[src/sv/kwm_pkg.sv]
package kwm_pkg;

  // Fixed field widths.
  localparam int unsigned VALUE_W    = 32;
  localparam int unsigned REQ_W      = 2;
  localparam int unsigned INDEX_W    = 3;
  localparam int unsigned STATUS_W   = 3;
  localparam int unsigned CFG_W      = 4;
  // Wide enough to hold any list count up to the largest supported NUM_LISTS.
  localparam int unsigned CNT_W      = 6;

  localparam int unsigned NUM_LISTS_DEF  = 8;
  localparam int unsigned LIST_DEPTH_DEF = 64;
  localparam int unsigned CFG_RESET      = 8;

  typedef enum logic [REQ_W-1:0] {
    REQ_APPEND = 2'd0,
    REQ_POP    = 2'd1,
    REQ_CLEAR  = 2'd2,
    REQ_NONE   = 2'd3
  } req_e;

  typedef enum logic [STATUS_W-1:0] {
    STAT_OK     = 3'd0,
    STAT_FULL   = 3'd1,
    STAT_ORDER  = 3'd2,
    STAT_EMPTY  = 3'd3,
    STAT_BADIDX = 3'd4
  } status_e;

  typedef enum logic [2:0] {
    S_IDLE,
    S_APP_RD,
    S_APP_CMP,
    S_SCAN,
    S_DONE
  } state_e;

  typedef struct packed {
    logic [VALUE_W-1:0] value;
    status_e            status;
    logic               last;
  } result_t;

endpackage

[src/sv/kwm_ctrl.sv]
module kwm_ctrl #(
  parameter int unsigned NUM_LISTS  = kwm_pkg::NUM_LISTS_DEF,
  parameter int unsigned LIST_DEPTH = kwm_pkg::LIST_DEPTH_DEF,
  parameter int unsigned AW         = $clog2(NUM_LISTS) + $clog2(LIST_DEPTH)
) (
  input  logic                        clk_i,
  input  logic                        rst_ni,
  input  logic [kwm_pkg::CNT_W-1:0]   n_eff_i,
  input  logic                        in_valid_i,
  output logic                        in_ready_o,
  input  kwm_pkg::req_e               req_i,
  input  logic [kwm_pkg::INDEX_W-1:0] idx_i,
  input  logic [kwm_pkg::VALUE_W-1:0] val_i,
  output logic                        out_valid_o,
  input  logic                        out_ready_i,
  output kwm_pkg::result_t            res_o,
  output logic                        mem_re_o,
  output logic [AW-1:0]               mem_raddr_o,
  output logic                        mem_we_o,
  output logic [AW-1:0]               mem_waddr_o,
  output logic [kwm_pkg::VALUE_W-1:0] mem_wdata_o,
  input  logic [kwm_pkg::VALUE_W-1:0] mem_rdata_i
);
  import kwm_pkg::*;

  localparam int unsigned LW = $clog2(NUM_LISTS);
  localparam int unsigned SW = $clog2(LIST_DEPTH);
  localparam int unsigned PW = $clog2(LIST_DEPTH + 1);

  state_e state_q, state_d;

  logic [PW-1:0] wc_q [NUM_LISTS];
  logic [PW-1:0] rp_q [NUM_LISTS];

  logic [LW-1:0]      idx_q, idx_d;
  logic [VALUE_W-1:0] val_q, val_d;
  logic [CNT_W-1:0]   scan_q, scan_d;
  logic [CNT_W-1:0]   cnt_q, cnt_d;
  logic               pend_q, pend_d;
  logic [LW-1:0]      pend_list_q, pend_list_d;
  logic               pend_last_q, pend_last_d;
  logic               found_q, found_d;
  logic [LW-1:0]      best_q, best_d;
  logic [VALUE_W-1:0] best_val_q, best_val_d;
  logic               best_last_q, best_last_d;
  result_t            fin_q, fin_d;
  result_t            res_q, res_d;
  logic               out_valid_q, out_valid_d;

  // Counter access goes through one list index per cycle.
  logic [LW-1:0] cur_list;
  logic [PW-1:0] cur_wc, cur_rp;
  logic          wc_inc, rp_inc, clr_all;

  // The one shared signed comparator.
  logic [VALUE_W-1:0] cmp_a, cmp_b;
  logic               cmp_lt;

  logic scan_live;

  assign scan_live = (scan_q < n_eff_i);

  always_comb begin
    if (state_q == S_APP_RD || state_q == S_APP_CMP) begin
      cur_list = idx_q;
    end else if (state_q == S_SCAN && scan_live) begin
      cur_list = LW'(scan_q);
    end else begin
      cur_list = best_q;
    end
  end

  assign cur_wc = wc_q[cur_list];
  assign cur_rp = rp_q[cur_list];

  assign cmp_a  = (state_q == S_APP_CMP) ? val_q : mem_rdata_i;
  assign cmp_b  = (state_q == S_APP_CMP) ? mem_rdata_i : best_val_q;
  assign cmp_lt = ($signed(cmp_a) < $signed(cmp_b));

  always_comb begin
    state_d     = state_q;
    idx_d       = idx_q;
    val_d       = val_q;
    scan_d      = scan_q;
    cnt_d       = cnt_q;
    pend_d      = 1'b0;
    pend_list_d = pend_list_q;
    pend_last_d = pend_last_q;
    found_d     = found_q;
    best_d      = best_q;
    best_val_d  = best_val_q;
    best_last_d = best_last_q;
    fin_d       = fin_q;
    res_d       = res_q;
    out_valid_d = out_valid_q;
    wc_inc      = 1'b0;
    rp_inc      = 1'b0;
    clr_all     = 1'b0;
    mem_re_o    = 1'b0;
    mem_raddr_o = '0;
    mem_we_o    = 1'b0;
    mem_waddr_o = {cur_list, SW'(cur_wc)};
    mem_wdata_o = val_q;
    in_ready_o  = 1'b0;

    if (out_valid_q && out_ready_i) begin
      out_valid_d = 1'b0;
    end

    case (state_q)
      S_IDLE: begin
        in_ready_o = 1'b1;
        fin_d      = '{value: '0, status: STAT_OK, last: 1'b0};
        if (in_valid_i) begin
          idx_d = LW'(idx_i);
          val_d = val_i;
          case (req_i)
            REQ_APPEND: begin
              if (CNT_W'(idx_i) >= n_eff_i) begin
                fin_d.status = STAT_BADIDX;
                state_d      = S_DONE;
              end else begin
                state_d = S_APP_RD;
              end
            end
            REQ_POP: begin
              scan_d  = '0;
              cnt_d   = '0;
              found_d = 1'b0;
              state_d = S_SCAN;
            end
            REQ_CLEAR: begin
              clr_all = 1'b1;
              state_d = S_DONE;
            end
            default: begin
              state_d = S_DONE;
            end
          endcase
        end
      end

      S_APP_RD: begin
        if (cur_wc == PW'(LIST_DEPTH)) begin
          fin_d.status = STAT_FULL;
          state_d      = S_DONE;
        end else if (cur_rp < cur_wc) begin
          // Fetch the tail to check ordering.
          mem_re_o    = 1'b1;
          mem_raddr_o = {cur_list, SW'(cur_wc - 1'b1)};
          state_d     = S_APP_CMP;
        end else begin
          mem_we_o = 1'b1;
          wc_inc   = 1'b1;
          state_d  = S_DONE;
        end
      end

      S_APP_CMP: begin
        if (cmp_lt) begin
          fin_d.status = STAT_ORDER;
        end else begin
          mem_we_o = 1'b1;
          wc_inc   = 1'b1;
        end
        state_d = S_DONE;
      end

      S_SCAN: begin
        // Issue the head read for one list while the previous head is compared.
        if (scan_live) begin
          scan_d = scan_q + 1'b1;
          if (cur_rp < cur_wc) begin
            mem_re_o    = 1'b1;
            mem_raddr_o = {cur_list, SW'(cur_rp)};
            pend_d      = 1'b1;
            pend_list_d = cur_list;
            pend_last_d = (PW'(cur_rp + 1'b1) == cur_wc);
          end
        end
        if (pend_q) begin
          cnt_d = cnt_q + 1'b1;
          if (!found_q || cmp_lt) begin
            found_d     = 1'b1;
            best_d      = pend_list_q;
            best_val_d  = mem_rdata_i;
            best_last_d = pend_last_q;
          end
        end
        if (!scan_live && !pend_q) begin
          if (!found_q) begin
            fin_d.status = STAT_EMPTY;
          end else begin
            rp_inc      = 1'b1;
            fin_d.value = best_val_q;
            fin_d.last  = (cnt_q == CNT_W'(1)) && best_last_q;
          end
          state_d = S_DONE;
        end
      end

      S_DONE: begin
        if (!out_valid_q || out_ready_i) begin
          res_d       = fin_q;
          out_valid_d = 1'b1;
          state_d     = S_IDLE;
        end
      end

      default: begin
        state_d = S_IDLE;
      end
    endcase
  end

  always_ff @(posedge clk_i or negedge rst_ni) begin
    if (!rst_ni) begin
      state_q     <= S_IDLE;
      out_valid_q <= 1'b0;
      pend_q      <= 1'b0;
      found_q     <= 1'b0;
      scan_q      <= '0;
      cnt_q       <= '0;
    end else begin
      state_q     <= state_d;
      out_valid_q <= out_valid_d;
      pend_q      <= pend_d;
      found_q     <= found_d;
      scan_q      <= scan_d;
      cnt_q       <= cnt_d;
    end
  end

  always_ff @(posedge clk_i) begin
    idx_q       <= idx_d;
    val_q       <= val_d;
    pend_list_q <= pend_list_d;
    pend_last_q <= pend_last_d;
    best_q      <= best_d;
    best_val_q  <= best_val_d;
    best_last_q <= best_last_d;
    fin_q       <= fin_d;
    res_q       <= res_d;
  end

  always_ff @(posedge clk_i or negedge rst_ni) begin
    if (!rst_ni) begin
      for (int i = 0; i < NUM_LISTS; i++) begin
        wc_q[i] <= '0;
        rp_q[i] <= '0;
      end
    end else if (clr_all) begin
      for (int i = 0; i < NUM_LISTS; i++) begin
        wc_q[i] <= '0;
        rp_q[i] <= '0;
      end
    end else begin
      if (wc_inc) begin
        wc_q[cur_list] <= cur_wc + 1'b1;
      end
      if (rp_inc) begin
        rp_q[cur_list] <= cur_rp + 1'b1;
      end
    end
  end

  assign out_valid_o = out_valid_q;
  assign res_o       = res_q;

endmodule

[config.mk]
export PLATFORM = sky130hd
export DESIGN_NAME = kwm_ctrl
export DESIGN_NICKNAME = d
export VERILOG_FILES = /design/src/sv/kwm_pkg.sv /design/src/sv/kwm_ctrl.sv
export SDC_FILE = /design/constraint.sdc
export NUM_CORES = 1
export LEC_CHECK = 0
export BUFFER_PORTS_ARGS = -buffer_cell sky130_fd_sc_hd__buf_2
export CAP_MARGIN = 20
export CORE_ASPECT_RATIO = 1.1
export CORE_MARGIN = 2
export CORE_UTILIZATION = 43
export DETAILED_ROUTE_END_ITERATION = 16
export GPL_TIMING_DRIVEN = 0
export PLACE_DENSITY_LB_ADDON = 0.15
export SETUP_SLACK_MARGIN = 0.4
export SYNTH_ARGS = -nofsm -noshare
export SYNTH_HDL_FRONTEND = slang
export SYNTH_SLANG_ARGS = --single-unit
[constraint.sdc]
create_clock -name clk_i -period 17.5 [get_ports clk_i]
set_clock_uncertainty 0.15 [all_clocks]
set_input_delay 5.25 -clock clk_i [delete_from_list [all_inputs] [get_ports clk_i]]
set_output_delay 5.25 -clock clk_i [all_outputs]
set_load 0.02 [all_outputs]
==> flow_summary_export.csv <==
group,metric,value,unit
clock_network,clockBufferDepth,3,
global_routing,grt_start_max_net_pins,95,
cells_and_area,stdcell_area,0.01630,mm²
worst_setup_path,worstSetupEndpointType,"output pin",
sta,slew_headroom,0.4118,
clock_network,cts_buffers,31,
clock_network,ctsHoldBuffers,0,
logic_synthesis,yosys.area_share.simple,0.1305,
logic_synthesis,yosys_warnings,0,
logic_synthesis,synth_mux_area_frac,0.1126,
placement,pre_cts_ws,1.364,ns
global_routing,grt_first_pass_wirelength,59430,µm
floorplanning,rows,68,
placement,placed_area,0.01532,mm²
logic_synthesis,synthCells,1174,
logic_synthesis,synth-compound-area-share,0.1079,
clock_network,clk_pin_slew,0.06,ns
cells_and_area,fin_nets,1508,
drt,drtPass1Iterations,5,
sta,max_freq,61.78,MHz
global_routing,grt_pass1_vias,10190,
logic_synthesis,synth_fa_ha_area_frac,0.04520,
sta,fin_crit_sh,0.9249,
drt,drt-wirelength-per-cell,21.22,µm
power_and_ir_drop,powerDensity,147.4,mW/mm²
sta,slew_violations,0,
sta,tightest_slew,0.8823,ns
global_routing,overflow,0,
cells_and_area,diodes,0,
floorplanning,start_util,0.4384,
floorplanning,die_y,192.2,µm
floorplanning,dieArea,0.03364,mm²
logic_synthesis,yosys_register_bits,277,
power_and_ir_drop,p_leak,7.039,nW
run,maxCapViolations,0,
logic_synthesis,synth_top_family_by_area,"simple AND/OR/NAND/NOR gates",
cells_and_area,final_common_cell,"buf_2",
cells_and_area,fillerInstances,2862,
worst_setup_path,crit_fanout,11,
power_and_ir_drop,clkPwrFrac,0.262,
cells_and_area,final_cell_mix,"181 x buf_2, 147 x edfxtp_1, 130 x dfrtp_1, 125 x nand2_1, 108 x mux2i_1",
placement,port_buffers,168,
sta,setup_viol,0,
logic_synthesis,ys_seq_area_frac,0.5540,
drt,wirelength,38680,µm
power_and_ir_drop,vdd_ir_drop_max,77.02,µV
power_and_ir_drop,intPower,1.506,mW
logic_synthesis,syn_avg_cell_area,11.79,µm²
floorplanning,io_pins,169,
clock_network,cts_tree,"done",
logic_synthesis,synth_edf_count,147,
cells_and_area,area_delta_synth_final,17.77,%
power_and_ir_drop,switching_share,0.3731,
sta,worst_slack,1.314,ns
worst_setup_path,critical_path_class,"in2out",
worst_setup_path,cp.required,12.10,ns
sta,worst_hold_slack,0.2427,ns
logic_synthesis,synth_xor_area_frac,0.01844,
status,status,"completed",
sta,hold_viol,0,
drt,post-route-drc-count,0,
logic_synthesis,synth_nets,1303,
sta,period_needed,16.19,ns
power_and_ir_drop,power_switching,0.8965,mW
hold_path,hold_path.class,"reg2reg",
floorplanning,core_area,0.03157,mm²
power_and_ir_drop,power,2.403,mW
drt,vias_per_cell,5.654,
drt,ant_nets,0,
drt,vias,10310,
clock_network,htreeDepth,1,
clock_network,root_buffer,"clkbuf_16",
logic_synthesis,synthArstFlopShare,0.4693,
drt,drt_iter0_drc,751,
global_routing,antenna_found_initial,0,
logic_synthesis,ys_types,84,
power_and_ir_drop,seqPwrFrac,0.386,
placement,place.gp.congestion,0.8716,
logic_synthesis,ys.flop_type,"edfxtp_1",
sta,rsz0062_at_grt,"false",
logic_synthesis,synth_area,0.01384,mm²
clock_network,cts_resized,0,
clock_network,cts_post_setup_buffers_inserted,0,
cells_and_area,drive_above_1_share,0.2224,
worst_setup_path,r2r_slack,11.42,ns
worst_setup_path,crit_arrival,10.79,ns
floorplanning,die_w,175.1,µm
clock_network,cts_sinks,277,
global_routing,grt_usage,0.2281,
sta,fin_tns_setup,0,ns
worst_setup_path,start_kind,"input port",
placement,hpwl,27900,µm
clock_network,clkLatencyLatePin,0.57,ns
power_and_ir_drop,combPwrFrac,0.352,
## Yosys cell counts (4+ instances only)
cell type	number	area share
ha_1	50	0.045
clkbuf_1	33	0.0090
a21oi_1	31	0.011
a32oi_1	4	0.0025
edfxtp_1	147	0.32
xor2_1	5	0.0032
nor2_1	40	0.011
mux2_2	35	0.028
a211oi_1	11	0.0060
a221oi_1	5	0.0032
inv_1	31	0.0084
dfrtp_1	130	0.24
nand3_1	70	0.025
a31oi_1	5	0.0023
buf_2	14	0.0051
a21o_1	13	0.0071
o22ai_1	8	0.0036
nor3_1	11	0.0040
nor2b_1	11	0.0050
buf_1	8	0.0022
xnor2_1	21	0.013
o2111ai_1	4	0.0025
a311oi_1	4	0.0025
mux2i_1	108	0.078
nand2b_1	9	0.0041
and2_1	35	0.016
o211ai_4	5	0.0077
or3_1	7	0.0032
and3_1	15	0.0068
buf_4	4	0.0022
inv_2	4	0.0011
a2111oi_0	5	0.0032
o21ai_0	75	0.027
nand2_1	125	0.034
nor4_1	7	0.0032
buf_6	4	0.0033
nand4_1	15	0.0068
## stage by stage
step	cells	util
6_report	1823	0.5164
2_1_floorplan	1174	-
3_3_place_gp	1762	0.4817
4_1_cts	1823	0.5164
5_1_grt	1823	0.5164
3_5_place_dp	1766	0.4853
## metal layers
metal  track usage  wire length (µm)  up-vias
li1              -                 -     4761
met1        0.2940             16150     5054
met2        0.3972             18670      404
met3       0.03088              2671       89
met4       0.07596              1184        0
met5             0                 0        -
## logic make-up after synthesis
family | Yosys count
mux | 147
compound gates | 211
simple gates | 363
buf+inv | 99
fa+ha+maj | 50
xor+xnor | 27
flops | 277
## path summary, 6_finish.rpt
kind                            cells after the start        endpoint        from
worst max register to register                     20        wc_q[16]   scan_q[1]
max in group asynchronous                           2        wc_q[27]      rst_ni
worst max-delay path                               23  mem_raddr_o[6]  n_eff_i[1]
worst min-delay path                                0       res_o[35]   fin_q[35]
worst min register to register                      0       res_o[35]   fin_q[35]
min in group asynchronous                           1        rp_q[12]      rst_ni
## final cells by class
cell class | instances | area [µm²] | share of cell area
clock buffers | 42 | 857.1 | 0.05258
plain buffers | 63 | 299.0 | 0.01835
flip-flops and latches | 277 | 7667 | 0.4704
repair buffers | 172 | 929.6 | 0.05704
well taps | 420 | 525.5 | 0.03224
multi-input cells | 798 | 5761 | 0.3534
inverters | 36 | 136.4 | 0.008367
clock inverters | 15 | 123.9 | 0.007600
## flip-flops by register name (all words and copies together) (netlist names)
signal / cells
best_last_q: 1
best_q: 3
best_val_q: 32
cnt_q: 6
fin_q: 36
found_q: 1
idx_q: 3
mem_wdata_o: 32
out_valid_o: 1
pend_last_q: 1
pend_list_q: 3
pend_q: 1
res_o: 36
rp_q: 56
scan_q: 6
state_q: 3
wc_q: 56
## power groups by stage
stage                     logic [mW]  registers (mW)  clock network, mW
final                          0.846           0.929              0.628
after global routing           0.914           0.943              0.663
after CTS                      0.844           0.929              0.640
after detailed placement       0.840           0.940                  0
after global placement         0.817           0.941                  0
after floorplan                0.494           0.987                  0
## worst max-delay path, stage by stage
cell and delay, ns:
buf_2 0.08, inv_1 0.05, ha_1 0.29, a21oi_1 0.47, o21a_4 0.28, o211ai_2 0.11, inv_2 0.19, buf_2 0.38
buf_2 0.40, mux2i_1 0.25, a211oi_1 0.10, a21oi_1 0.47, inv_1 0.17, ha_1 0.34, a21o_1 0.15, a21oi_1 0.17
nor2b_1 0.15, o221ai_1 0.14, o22ai_2 0.37, o21ai_0 0.41, buf_4 0.28, nor2_1 0.08, buf_2 0.18
Note: power is estimated with default switching activity, not from simulation.
